File: src/hdl/trfm_pkg.sv
package trfm_pkg;

  typedef enum logic [1:0] {
    CMD_COND  = 2'd0,
    CMD_HDR   = 2'd1,
    CMD_TAG   = 2'd2,
    CMD_EVAL  = 2'd3
  } cmd_t;

  localparam logic [1:0] OP_EXISTS = 2'd0;
  localparam logic [1:0] OP_EQ     = 2'd1;
  localparam logic [1:0] OP_NE     = 2'd2;
  localparam logic [1:0] KIND_REL  = 2'd3;

  // classified item handed from front to back
  typedef struct packed {
    logic [1:0]  cmd;
    logic [5:0]  fidx;
    logic [2:0]  cidx;
    logic [1:0]  kind;
    logic [4:0]  zl;
    logic [4:0]  zh;
    logic [3:0]  cnt;
    logic [4:0]  level;
    logic [31:0] key;
    logic [31:0] value;
    logic [1:0]  op;
    logic        last;
  } item_t;

  typedef enum logic [2:0] {
    ST_IDLE,
    ST_HDR,
    ST_COND,
    ST_SRCH,
    ST_CHK,
    ST_OUT
  } state_t;

endpackage

File: src/hdl/trfm_queue.sv
module trfm_queue (
  input  logic               clk,
  input  logic               rst,
  input  logic               in_valid,
  output logic               in_ready,
  input  trfm_pkg::item_t    in_item,
  output logic               out_valid,
  input  logic               out_ready,
  output trfm_pkg::item_t    out_item
);
  import trfm_pkg::*;

  item_t      mem [4];
  logic [1:0] wp;
  logic [1:0] rp;
  logic [2:0] cnt;

  assign in_ready  = (cnt != 3'd4);
  assign out_valid = (cnt != 3'd0);
  assign out_item  = mem[rp];

  always_ff @(posedge clk) begin
    if (in_valid && in_ready) begin
      mem[wp] <= in_item;
    end
  end

  always_ff @(posedge clk) begin
    if (rst) begin
      wp  <= '0;
      rp  <= '0;
      cnt <= '0;
    end else begin
      if (in_valid && in_ready) wp <= wp + 2'd1;
      if (out_valid && out_ready) rp <= rp + 2'd1;
      cnt <= cnt + 3'((in_valid && in_ready) ? 1 : 0) - 3'((out_valid && out_ready) ? 1 : 0);
    end
  end

  assert property (@(posedge clk) disable iff (rst) cnt <= 3'd4)
    else $error("queue count beyond depth");
  assert property (@(posedge clk) disable iff (rst)
    (cnt == 3'd0) |-> !(out_valid))
    else $error("queue shows item while empty");
  assert property (@(posedge clk) disable iff (rst)
    (in_valid && in_ready && !(out_valid && out_ready)) |=> cnt == $past(cnt) + 3'd1)
    else $error("queue count lost a push");
endmodule

File: config.mk
export PLATFORM = sky130hd
export DESIGN_NAME = trfm_queue
export DESIGN_NICKNAME = d
export VERILOG_FILES = /design/src/hdl/trfm_pkg.sv /design/src/hdl/trfm_queue.sv
export SDC_FILE = /design/constraint.sdc
export NUM_CORES = 1
export LEC_CHECK = 0
export ABC_AREA = 1
export BUFFER_PORTS_ARGS = -buffer_cell sky130_fd_sc_hd__buf_4
export CAP_MARGIN = 15
export CORE_MARGIN = 10
export CORE_UTILIZATION = 55
export DETAILED_ROUTE_END_ITERATION = 8
export MAX_ROUTING_LAYER = met4
export PLACE_DENSITY_LB_ADDON = 0.25
export SKIP_LAST_GASP = 1
export SLEW_MARGIN = 30
export SYNTH_ARGS = -nofsm -noshare
export SYNTH_HDL_FRONTEND = slang
export SYNTH_SLANG_ARGS = --single-unit
File: constraint.sdc
create_clock -name clk -period 7.9 [get_ports clk]
set_clock_uncertainty 0.2 [all_clocks]
set_input_delay 0.79 -clock clk [delete_from_list [all_inputs] [get_ports clk]]
set_output_delay 0.79 -clock clk [all_outputs]
set_load 0.05 [all_outputs]
; ---- Word-level counts from Yosys, hierarchy flattened
; Memory sizes are Yosys's and may differ from the RTL's. A register that Yosys moved wholly into a read port is not among the register bits.
; Index checks and enable logic that the tools add are counted.
[totals]
ff_bits = 7
word_cells = 18
memories = 1
ram_bits = 396
output_inout_bits = 101
input_bits = 103
[classes]
n_reduce_logical = 3
add_sub_neg = 4
mux = 6
eq_ne = 1
[mem_list]
columns = memory, depth, width, rd, rd_clocked_by_memory_dff, write_ports, line
row1 = mem, 4, 99, 1, 1, 1, trfm_queue.sv:13  ; item_t mem [4];
[ops]
columns = op, count
row1 = $add 2x1->2 const B, 2
row2 = $mux 1, 4
row3 = $mux 2, 2
row4 = $add 3x1->3, 1
row5 = $ne 3x3->1 const B, 1
row6 = $reduce_bool 3->1, 1
row7 = $sub 3x1->3, 1
row8 = $logic_and 1x1->1, 2

; ---- Logic depth before layout (Yosys ltp)
; Gate-level depths: netlist of the first run.
[depth]
ltp_word = 5
ltp_mapped = 10
mapped_depth_nobuf = 10

; ---- Worst setup path after synthesis of the first run
; Ideal clock, no wire load.
[synth_path]
kind = reg2reg
start = register cnt[1]
end = memory mem[0][0] (netlist name) (enable)
arrival_time_ps = 5264
setup_slack_ps = 1878
path_stages_with_launch = 5
period_less_slack_ps = 6022
setup_time_ps = 558
path_buffers = 0
required_ps = 7142
path_cell_list = dfxtp_1 nor2_1 nand2_1 nand2_1 nor2_1
[synth_between]
elab_chain_len = 4
[synth_lines]
columns = element, line
row1 = "start, declared", trfm_queue.sv:16  ; logic [2:0] cnt;
row2 = "start signal, assigned", trfm_queue.sv:36  ; cnt <= cnt + 3'((in_valid && in_ready) ? 1 : 0) - 3'((out_valid && out_ready) ? 1 : 0);
row3 = $ne 3x3->1, trfm_queue.sv:18  ; assign in_ready = (cnt != 3'd4);
row4 = named net in_ready, trfm_queue.sv:5  ; output logic in_ready,
row5 = $logic_and 1x1->1, trfm_queue.sv:23  ; if (in_valid && in_ready) begin
row6 = $mux 1, trfm_queue.sv:23
row7 = $mux 1 (implied by the code), trfm_queue.sv:24  ; mem[wp] <= in_item;
row8 = "end, declared", trfm_queue.sv:13
; The timed path passes the listed nets, and every way through them passes these cells.

==> results of run 1 <==
-- cell usage in the layout (no fill, tap or decap) --
cell type   Yosys  final
edfxtp_1      396    396
nor2_1        211    207
bufinv_16       0      4
clkbuf_16       0     41
diode_2         0      2
clkinv_1        0      9
nand2_1        12     12
clkinvlp_4      0      2
buf_12          0      2
a21oi_1         4      4
buf_16          0      1
o21ai_1        22     22
o22ai_1        99     99
clkbuf_1       40      6
clkinv_4        1      1
inv_6           1      1
ha_1            6      6
dfxtp_4         0      2
a21boi_0        2      2
clkinv_2        0      6
dfxtp_1         9      7
buf_6          13      1
inv_1          14     14
fa_1            1      1
nand3_1         3      3
nor2_4          0      4
buf_4           5    210
o21ai_0       177    177
-- path summary, 6_finish.rpt --
| path | from | to | slack, ps |
|---|---|---|---|
| setup / recovery | flip-flop | out_item[67] | 4140 |
| hold / removal | rst | cnt[1] | 250 |
| setup reg to reg | cnt[1] | mem[0][69] | 4440 |
| hold reg to reg | rp[0] | rp[0] | 290 |
-- layer usage --
| metal | GRT usage, % | wire, um |
|---|---|---|
| met5 | - | 0 |
| met4 | 4.902 | 614 |
| met3 | 4.543 | 2710 |
| met2 | 28.18 | 15160 |
| met1 | 26.13 | 14150 |
-- final cells by class --
class	instances	area, um2
flip-flops and latches	405	12080
fillers	1858	8915
multi-input cells	537	2628
repair buffers	214	1655
clock buffers	47	1049
well taps	341	426.7
clock inverters	21	198.9
inverters	16	70.07
diodes	2	5.005
-- worst reg2reg max path: stages, from the launching register on --
cell,delay (ps)
dfxtp_1,400
nor2_1,100
nand2_1,160
nand2_1,280
nor2_4,720
buf_4,660
buf_4,560
-- sequential cells by signal (all words and copies together), names as in the netlist, named ones only --
| register | flops |
|---|---|
| cnt | 3 |
| mem | 396 |
| wp | 2 |
| rp | 2 |
-- stage by stage --
| step | power [W] | hold WS [ps] | cell area, um2 | utilization [%] |
|---|---|---|---|---|
| 6_report | 0.006610 | 253.5 | 18110 | 67.01 |
| 5_1_grt | 0.006884 | 242.3 | 18110 | 67.01 |
| 4_1_cts | 0.006656 | 238.5 | 18110 | 67.00 |
| 3_5_place_dp | 0.004863 | 277.8 | 16860 | 62.38 |
| 3_3_place_gp | 0.004833 | 264.4 | 16830 | 62.26 |
| 2_1_floorplan | 0.004227 | 248.1 | 15110 | - |
-- cell families (layout without fill, tap and decap cells) --
family | after synthesis | after routing | share of synthesized area, %
AOI/OAI and AO/OA | 304 | 304 | 10.92
DFF | 405 | 405 | 79.87
buffers and inverters | 80 | 298 | 2.939
adders and majority gates | 7 | 7 | 0.6292
other | 0 | 2 | 0
and+or+nand+nor | 226 | 226 | 5.638
-- report_power, final --
part           total (W)  switching [W]  internal (W)
Clock            0.00181       0.000735       0.00107
Combinational    0.00212        0.00159      0.000537
Sequential       0.00268      0.0000602       0.00262
==> summary.txt, run 1 <==
Run status
  – Outcome: finished clean

Clocking
  – Setup Fix Bufs, Post-CTS: 0
  – Clk sink count: between 400 and 500
  – H-Tree Level Count: 2
  – CTS Hold Bufs: 0
  – CTS tree: done
  – Root Buffer Master: clkbuf_16
  – CTS buffer count: 40
  – Clk Latency, worst-skew pair: 510 ps
  – Worst-path clk slew: ~60 ps
  – Clock Tree Buf Depth: 3
  – CTS resizes: 0

Placed design
  – Setup Slack @ Placement: 4178 ps
  – I/O Buffers: 203
  – RD Place Congestion: 0.7253
  – Placed Cells: 1513
  – DP HPWL: between 15000 and 20000 um

Timing
  – Final Cycle Share: between 40 and 50%
  – Pins over their slew limit: 0
  – Minimum clock period: 3762 ps
  – Worst Setup Slack, final: between 4000 and 5000 ps
  – Rel. slew slack: 31.37%
  – Hold Vio Cnt, Final: 0
  – Setup tns final: 0 ps
  – Slew at the pin closest to its max-slew limit: 1030 ps
  – Fmax: roughly 270 MHz
  – RSZ-0062 raised after global routing: false
  – Endpoints failing setup: 0

Hold path
  – Worst min path class: in -> reg
  – Hold path depth: 2

Logic synthesis
  – Ys async rst share: 0%
  – Yosys reg bits: 405
  – Mapped Cells: 1022
  – Syn avg cell area: roughly 15 um2
  – Most frequent cell after synthesis: edfxtp_1
  – Post-synth top area cell: edfxtp_1
  – Sequential-to-total area share from yosys stat: 79.87%
  – Post-synth top cells: 396 x edfxtp_1, 211 x nor2_1, 177 x o21ai_0, 99 x o22ai_1, 40 x clkbuf_1
  – Main flop type after synthesis: edfxtp_1
  – Synth area leaders: edfxtp_1 79%, o21ai_0 5.9%, nor2_1 5.2%, o22ai_1 4.1%, dfxtp_1 1.2%
  – Synth cell types: 20
  – Top cell type's share of synthesized area: 78.68%
  – Yosys warns: 0
  – Post-synth EDFFs: approximately 400
  – Synth Net Count: 1132
  – Synthesized cell area: between 15000 and 20000 um2

Setup path
  – Slowest CP cell: buf_6
  – Crit. path cell count: 5
  – Crit path max fanout: 108
  – Crit-path cells: inv_6 -> buf_6 -> o21ai_0 -> o22ai_1 -> buf_4
  – WS Path Type: reg -> out
  – Critical path capture point type: primary output
  – WP buf/inv: 3
  – Cells on worst reg2reg path: 6
  – CP top delay family: buffers and inverters
  – CP Launch Type: flip-flop
  – Worst stage delay on the critical path: 710 ps
  – Crit path DAT: approximately 2800 ps
  – Crit path required time: 6910 ps

Floorplan
  – Die H: 185.8 um
  – Core Area: 27030 um2
  – Die width: 185.8 um
  – Row count: 60
  – Starting Density: 55.92%
  – Die ar.: 34510 um2
  – # IOs: a little over 200

Global route
  – GRT Total Usage: about a fifth
  – First-pass GRT wire length: 49690 um
  – Pin count of the biggest net entering global routing: between 150 and 200
  – Vias in the first global route: 8994
  – Overflow after GRT: 0
  – Initial antenna violation count: 2

Drt
  – DRC: 0
  – WL final: 32630 um
  – Vias: 9082
  – Antenna viol nets, final: 0
  – Initial DRC count: 790
  – Detailed-router iteration count before antenna repair: 5
  – Avg WL per Cell: 20.61 um
  – Post-DR vias/cell: roughly 5.7

Flow run
  – Max-Cap Viols: 0

Power and ir drop
  – Max VDD drop: 0.3352 mV
  – Pwr/cell area: 364.9 nW/um2
  – Leakage dissipation: 6.335 nW

Final layout
  – Nets: 1324
  – Final std cells w/o fill: about 1600
  – Share of layout cells above drive strength 1: 22.18%
  – Area growth, synth to finish: 19.84%
No activity file was read; power rests on OpenSTA's default activity.
==> inputs of run 2 (changes only) <==
- CORE_UTILIZATION: 55 -> 52
- clock period: 7.9 -> 3.4 ns (I/O delays scaled with it)
==> run 2 against run 1 <==
  * Hold slack better by 48 ps
  * Total power is 130% higher
  * Utilization is 0.19 points higher
==> summary.txt, run 2 (synthesized netlist as in run 1, its figures left out) <==
Placed design
  – Placed Cells: 1562 (was 1513)
  – Setup Slack @ Placement: 887.0 ps (was 4178 ps)
  – I/O Buffers: 203 (unchanged)
  – RD Place Congestion: 0.7316 (was 0.7253)
  – DP HPWL: 18630 um (was 18190 um)

Final layout
  – Area growth, synth to finish: 27.64% (was 19.84%)
  – Final std cells w/o fill: 1742 (was 1583)
  – Commonest non-fill, non-tap cell in the layout: edfxtp_1 (unchanged)
  – Most frequent cells in the layout: 396 x edfxtp_1, 212 x buf_4, 207 x nor2_1 (was 396 x edfxtp_1, 210 x buf_4, 207 x nor2_1)
  – Share of layout cells above drive strength 1: 21.03% (was 22.18%)
  – Largest register FFs: 396 (unchanged)
  – Multi-input logic area: 2628 um2 (unchanged)
  – Largest Register: mem (unchanged)
  – Area occupied by registers: 12080 um2 (unchanged)
  – Layout Utilization: 67.21% (was 67.01%)
  – Nets: 1433 (was 1324)
  – Largest regs: mem (396), cnt (3) (unchanged)
  – FILL cells: 2020 (was 1858)

Floorplan
  – Core Area: 28700 um2 (was 27030 um2)
  – Row count: 62 (was 60)
  – Die H: 190.5 um (was 185.8 um)
  – Die ar.: 36280 um2 (was 34510 um2)
  – # IOs: 204 (unchanged)
  – Die width: 190.5 um (was 185.8 um)
  – Starting Density: 52.65% (was 55.92%)

Setup path
  – CP Launch Type: flip-flop (unchanged)
  – Worst reg2reg setup slack: 890 ps (was 4440 ps)
  – Reg2reg end: cnt[2] (was mem[0][69])
  – Cells on worst reg2reg path: 10 (was 6)
  – Crit path required time: 2860 ps (was 6910 ps)
  – Reg2reg start: cnt[1] (unchanged)
  – Critical path capture point: out_item[82] (was out_item[67])
  – Crit path DAT: 2400 ps (was 2770 ps)
  – Critical path capture point type: primary output (unchanged)
  – Crit path max fanout: 198 (was 108)
  – WS Path Type: reg -> out (unchanged)

Power and ir drop
  – Max VDD drop: 0.5314 mV (was 0.3352 mV)
  – Leakage dissipation: 6.813 nW (was 6.335 nW)
  – Pwr/cell area: 802.9 nW/um2 (was 364.9 nW/um2)
  – Total Power: 0.01549 W (was 0.006610 W)

Timing
  – Minimum clock period: 2941 ps
  – Hold Vio Cnt, Final: 0 (unchanged)
  – Endpoints failing setup: 0 (unchanged)
  – Slew at the pin closest to its max-slew limit: 899.2 ps (was 1030 ps)
  – Rel. slew slack: 40.05% (was 31.37%)
  – Worst Setup Slack, final: 459.2 ps (was 4138 ps)
  – Final Cycle Share: 86.49%
  – RSZ-0062 raised after global routing: false (unchanged)
  – Pins over their slew limit: 0 (unchanged)
  – Fmax: 340.0 MHz

Global route
  – Overflow after GRT: 0 (unchanged)
  – First-pass GRT wire length: 54120 um (was 49690 um)
  – Pin count of the biggest net entering global routing: 199 (unchanged)
  – Vias in the first global route: 9735 (was 8994)
  – GRT Total Usage: 19.38% (was 19.00%)
  – Initial antenna violation count: 3 (was 2)

Drt
  – Post-DR vias/cell: 5.474 (was 5.737)
  – WL final: 34800 um (was 32630 um)
  – Vias: 9535 (was 9082)
  – Detailed-router iteration count before antenna repair: 4 (was 5)
  – Initial DRC count: 840 (was 790)
  – Antenna viol nets, final: 0 (unchanged)
  – Avg WL per Cell: 19.98 um (was 20.61 um)
  – DRC: 0 (unchanged)

Flow run
  – Max-Cap Viols: 0 (unchanged)

Clocking
  – CTS buffer count: 41 (was 40)
  – Clk sink count: 405 (unchanged)
  – CTS tree: done (unchanged)
  – Clock Tree Buf Depth: 3 (unchanged)
  – Worst-path clk slew: 60 ps (about the same)
  – Clk Latency, worst-skew pair: 510 ps (about the same)
  – Root Buffer Master: clkbuf_16 (unchanged)
  – H-Tree Level Count: 2 (unchanged)

Hold path
  – Worst min path class: reg -> reg (was in -> reg)

Run status
  – Outcome: finished clean (unchanged)
==> run 2: worst min-delay path by stage <==
stage,from,to,slack [ps],depth (start not counted)
floorplan,rst,cnt[1],210,1
CTS,rp[0],rp[0],300,2
global placement,rp[0],rp[0],270,2
finish,rp[0],rp[0],300,2
global route,rp[0],rp[0],310,2
detailed placement,rp[0],rp[0],280,2
==> run 2: cell type report <==
cell class / instances / area share (%)
multi-input cells: 537 / 13.62
diodes: 3 / 0.03892
clock inverters: 25 / 0.7784
repair buffers: 322 / 14.37
well taps: 384 / 2.491
clock buffers: 50 / 5.714
flip-flops and latches: 405 / 62.62
inverters: 16 / 0.3632
==> run 2: through the flow <==
stage / hold WS, ps / TNS (ps) / cell area [um2]
global route: 307.4 / 0 / 19290
floorplan: 206.7 / -402240 / 15120
global placement: 265.7 / 0 / 17010
finish: 301.7 / 0 / 19290
CTS: 296.9 / 0 / 19280
detailed placement: 281.4 / 0 / 17010
==> run 2: layer usage <==
metal / wire length, um / GRT usage, % / vias up
met5: 0 / - / -
met4: 633 / 5.118 / 0
met3: 2367 / 4.627 / 45
met2: 17220 / 31.62 / 296
met1: 14590 / 23.92 / 4736
li1: - / - / 4458
==> run 2: repair_timing <==
action | CTS | global route
hold buffers | 102 | 0
endpoints found under the hold margin | 405 | 0
setup buffers | 0 | 0
resized for setup | 0 | 0
==> run 2: report_power, final <==
part           switching (W)  internal [W]  total, W  leakage, nW
Clock                0.00175       0.00238   0.00413        0.618
Sequential          0.000125       0.00608   0.00620         3.70
Combinational        0.00377       0.00138   0.00515         2.49
Total                0.00565       0.00984    0.0155         6.81
==> run 2: worst max-delay path, cell delays in order, from the launching register on <==
cell and delay [ps]:
dfxtp_4 380, buf_12 530, o21ai_0 210, o22ai_1 310, buf_4 260
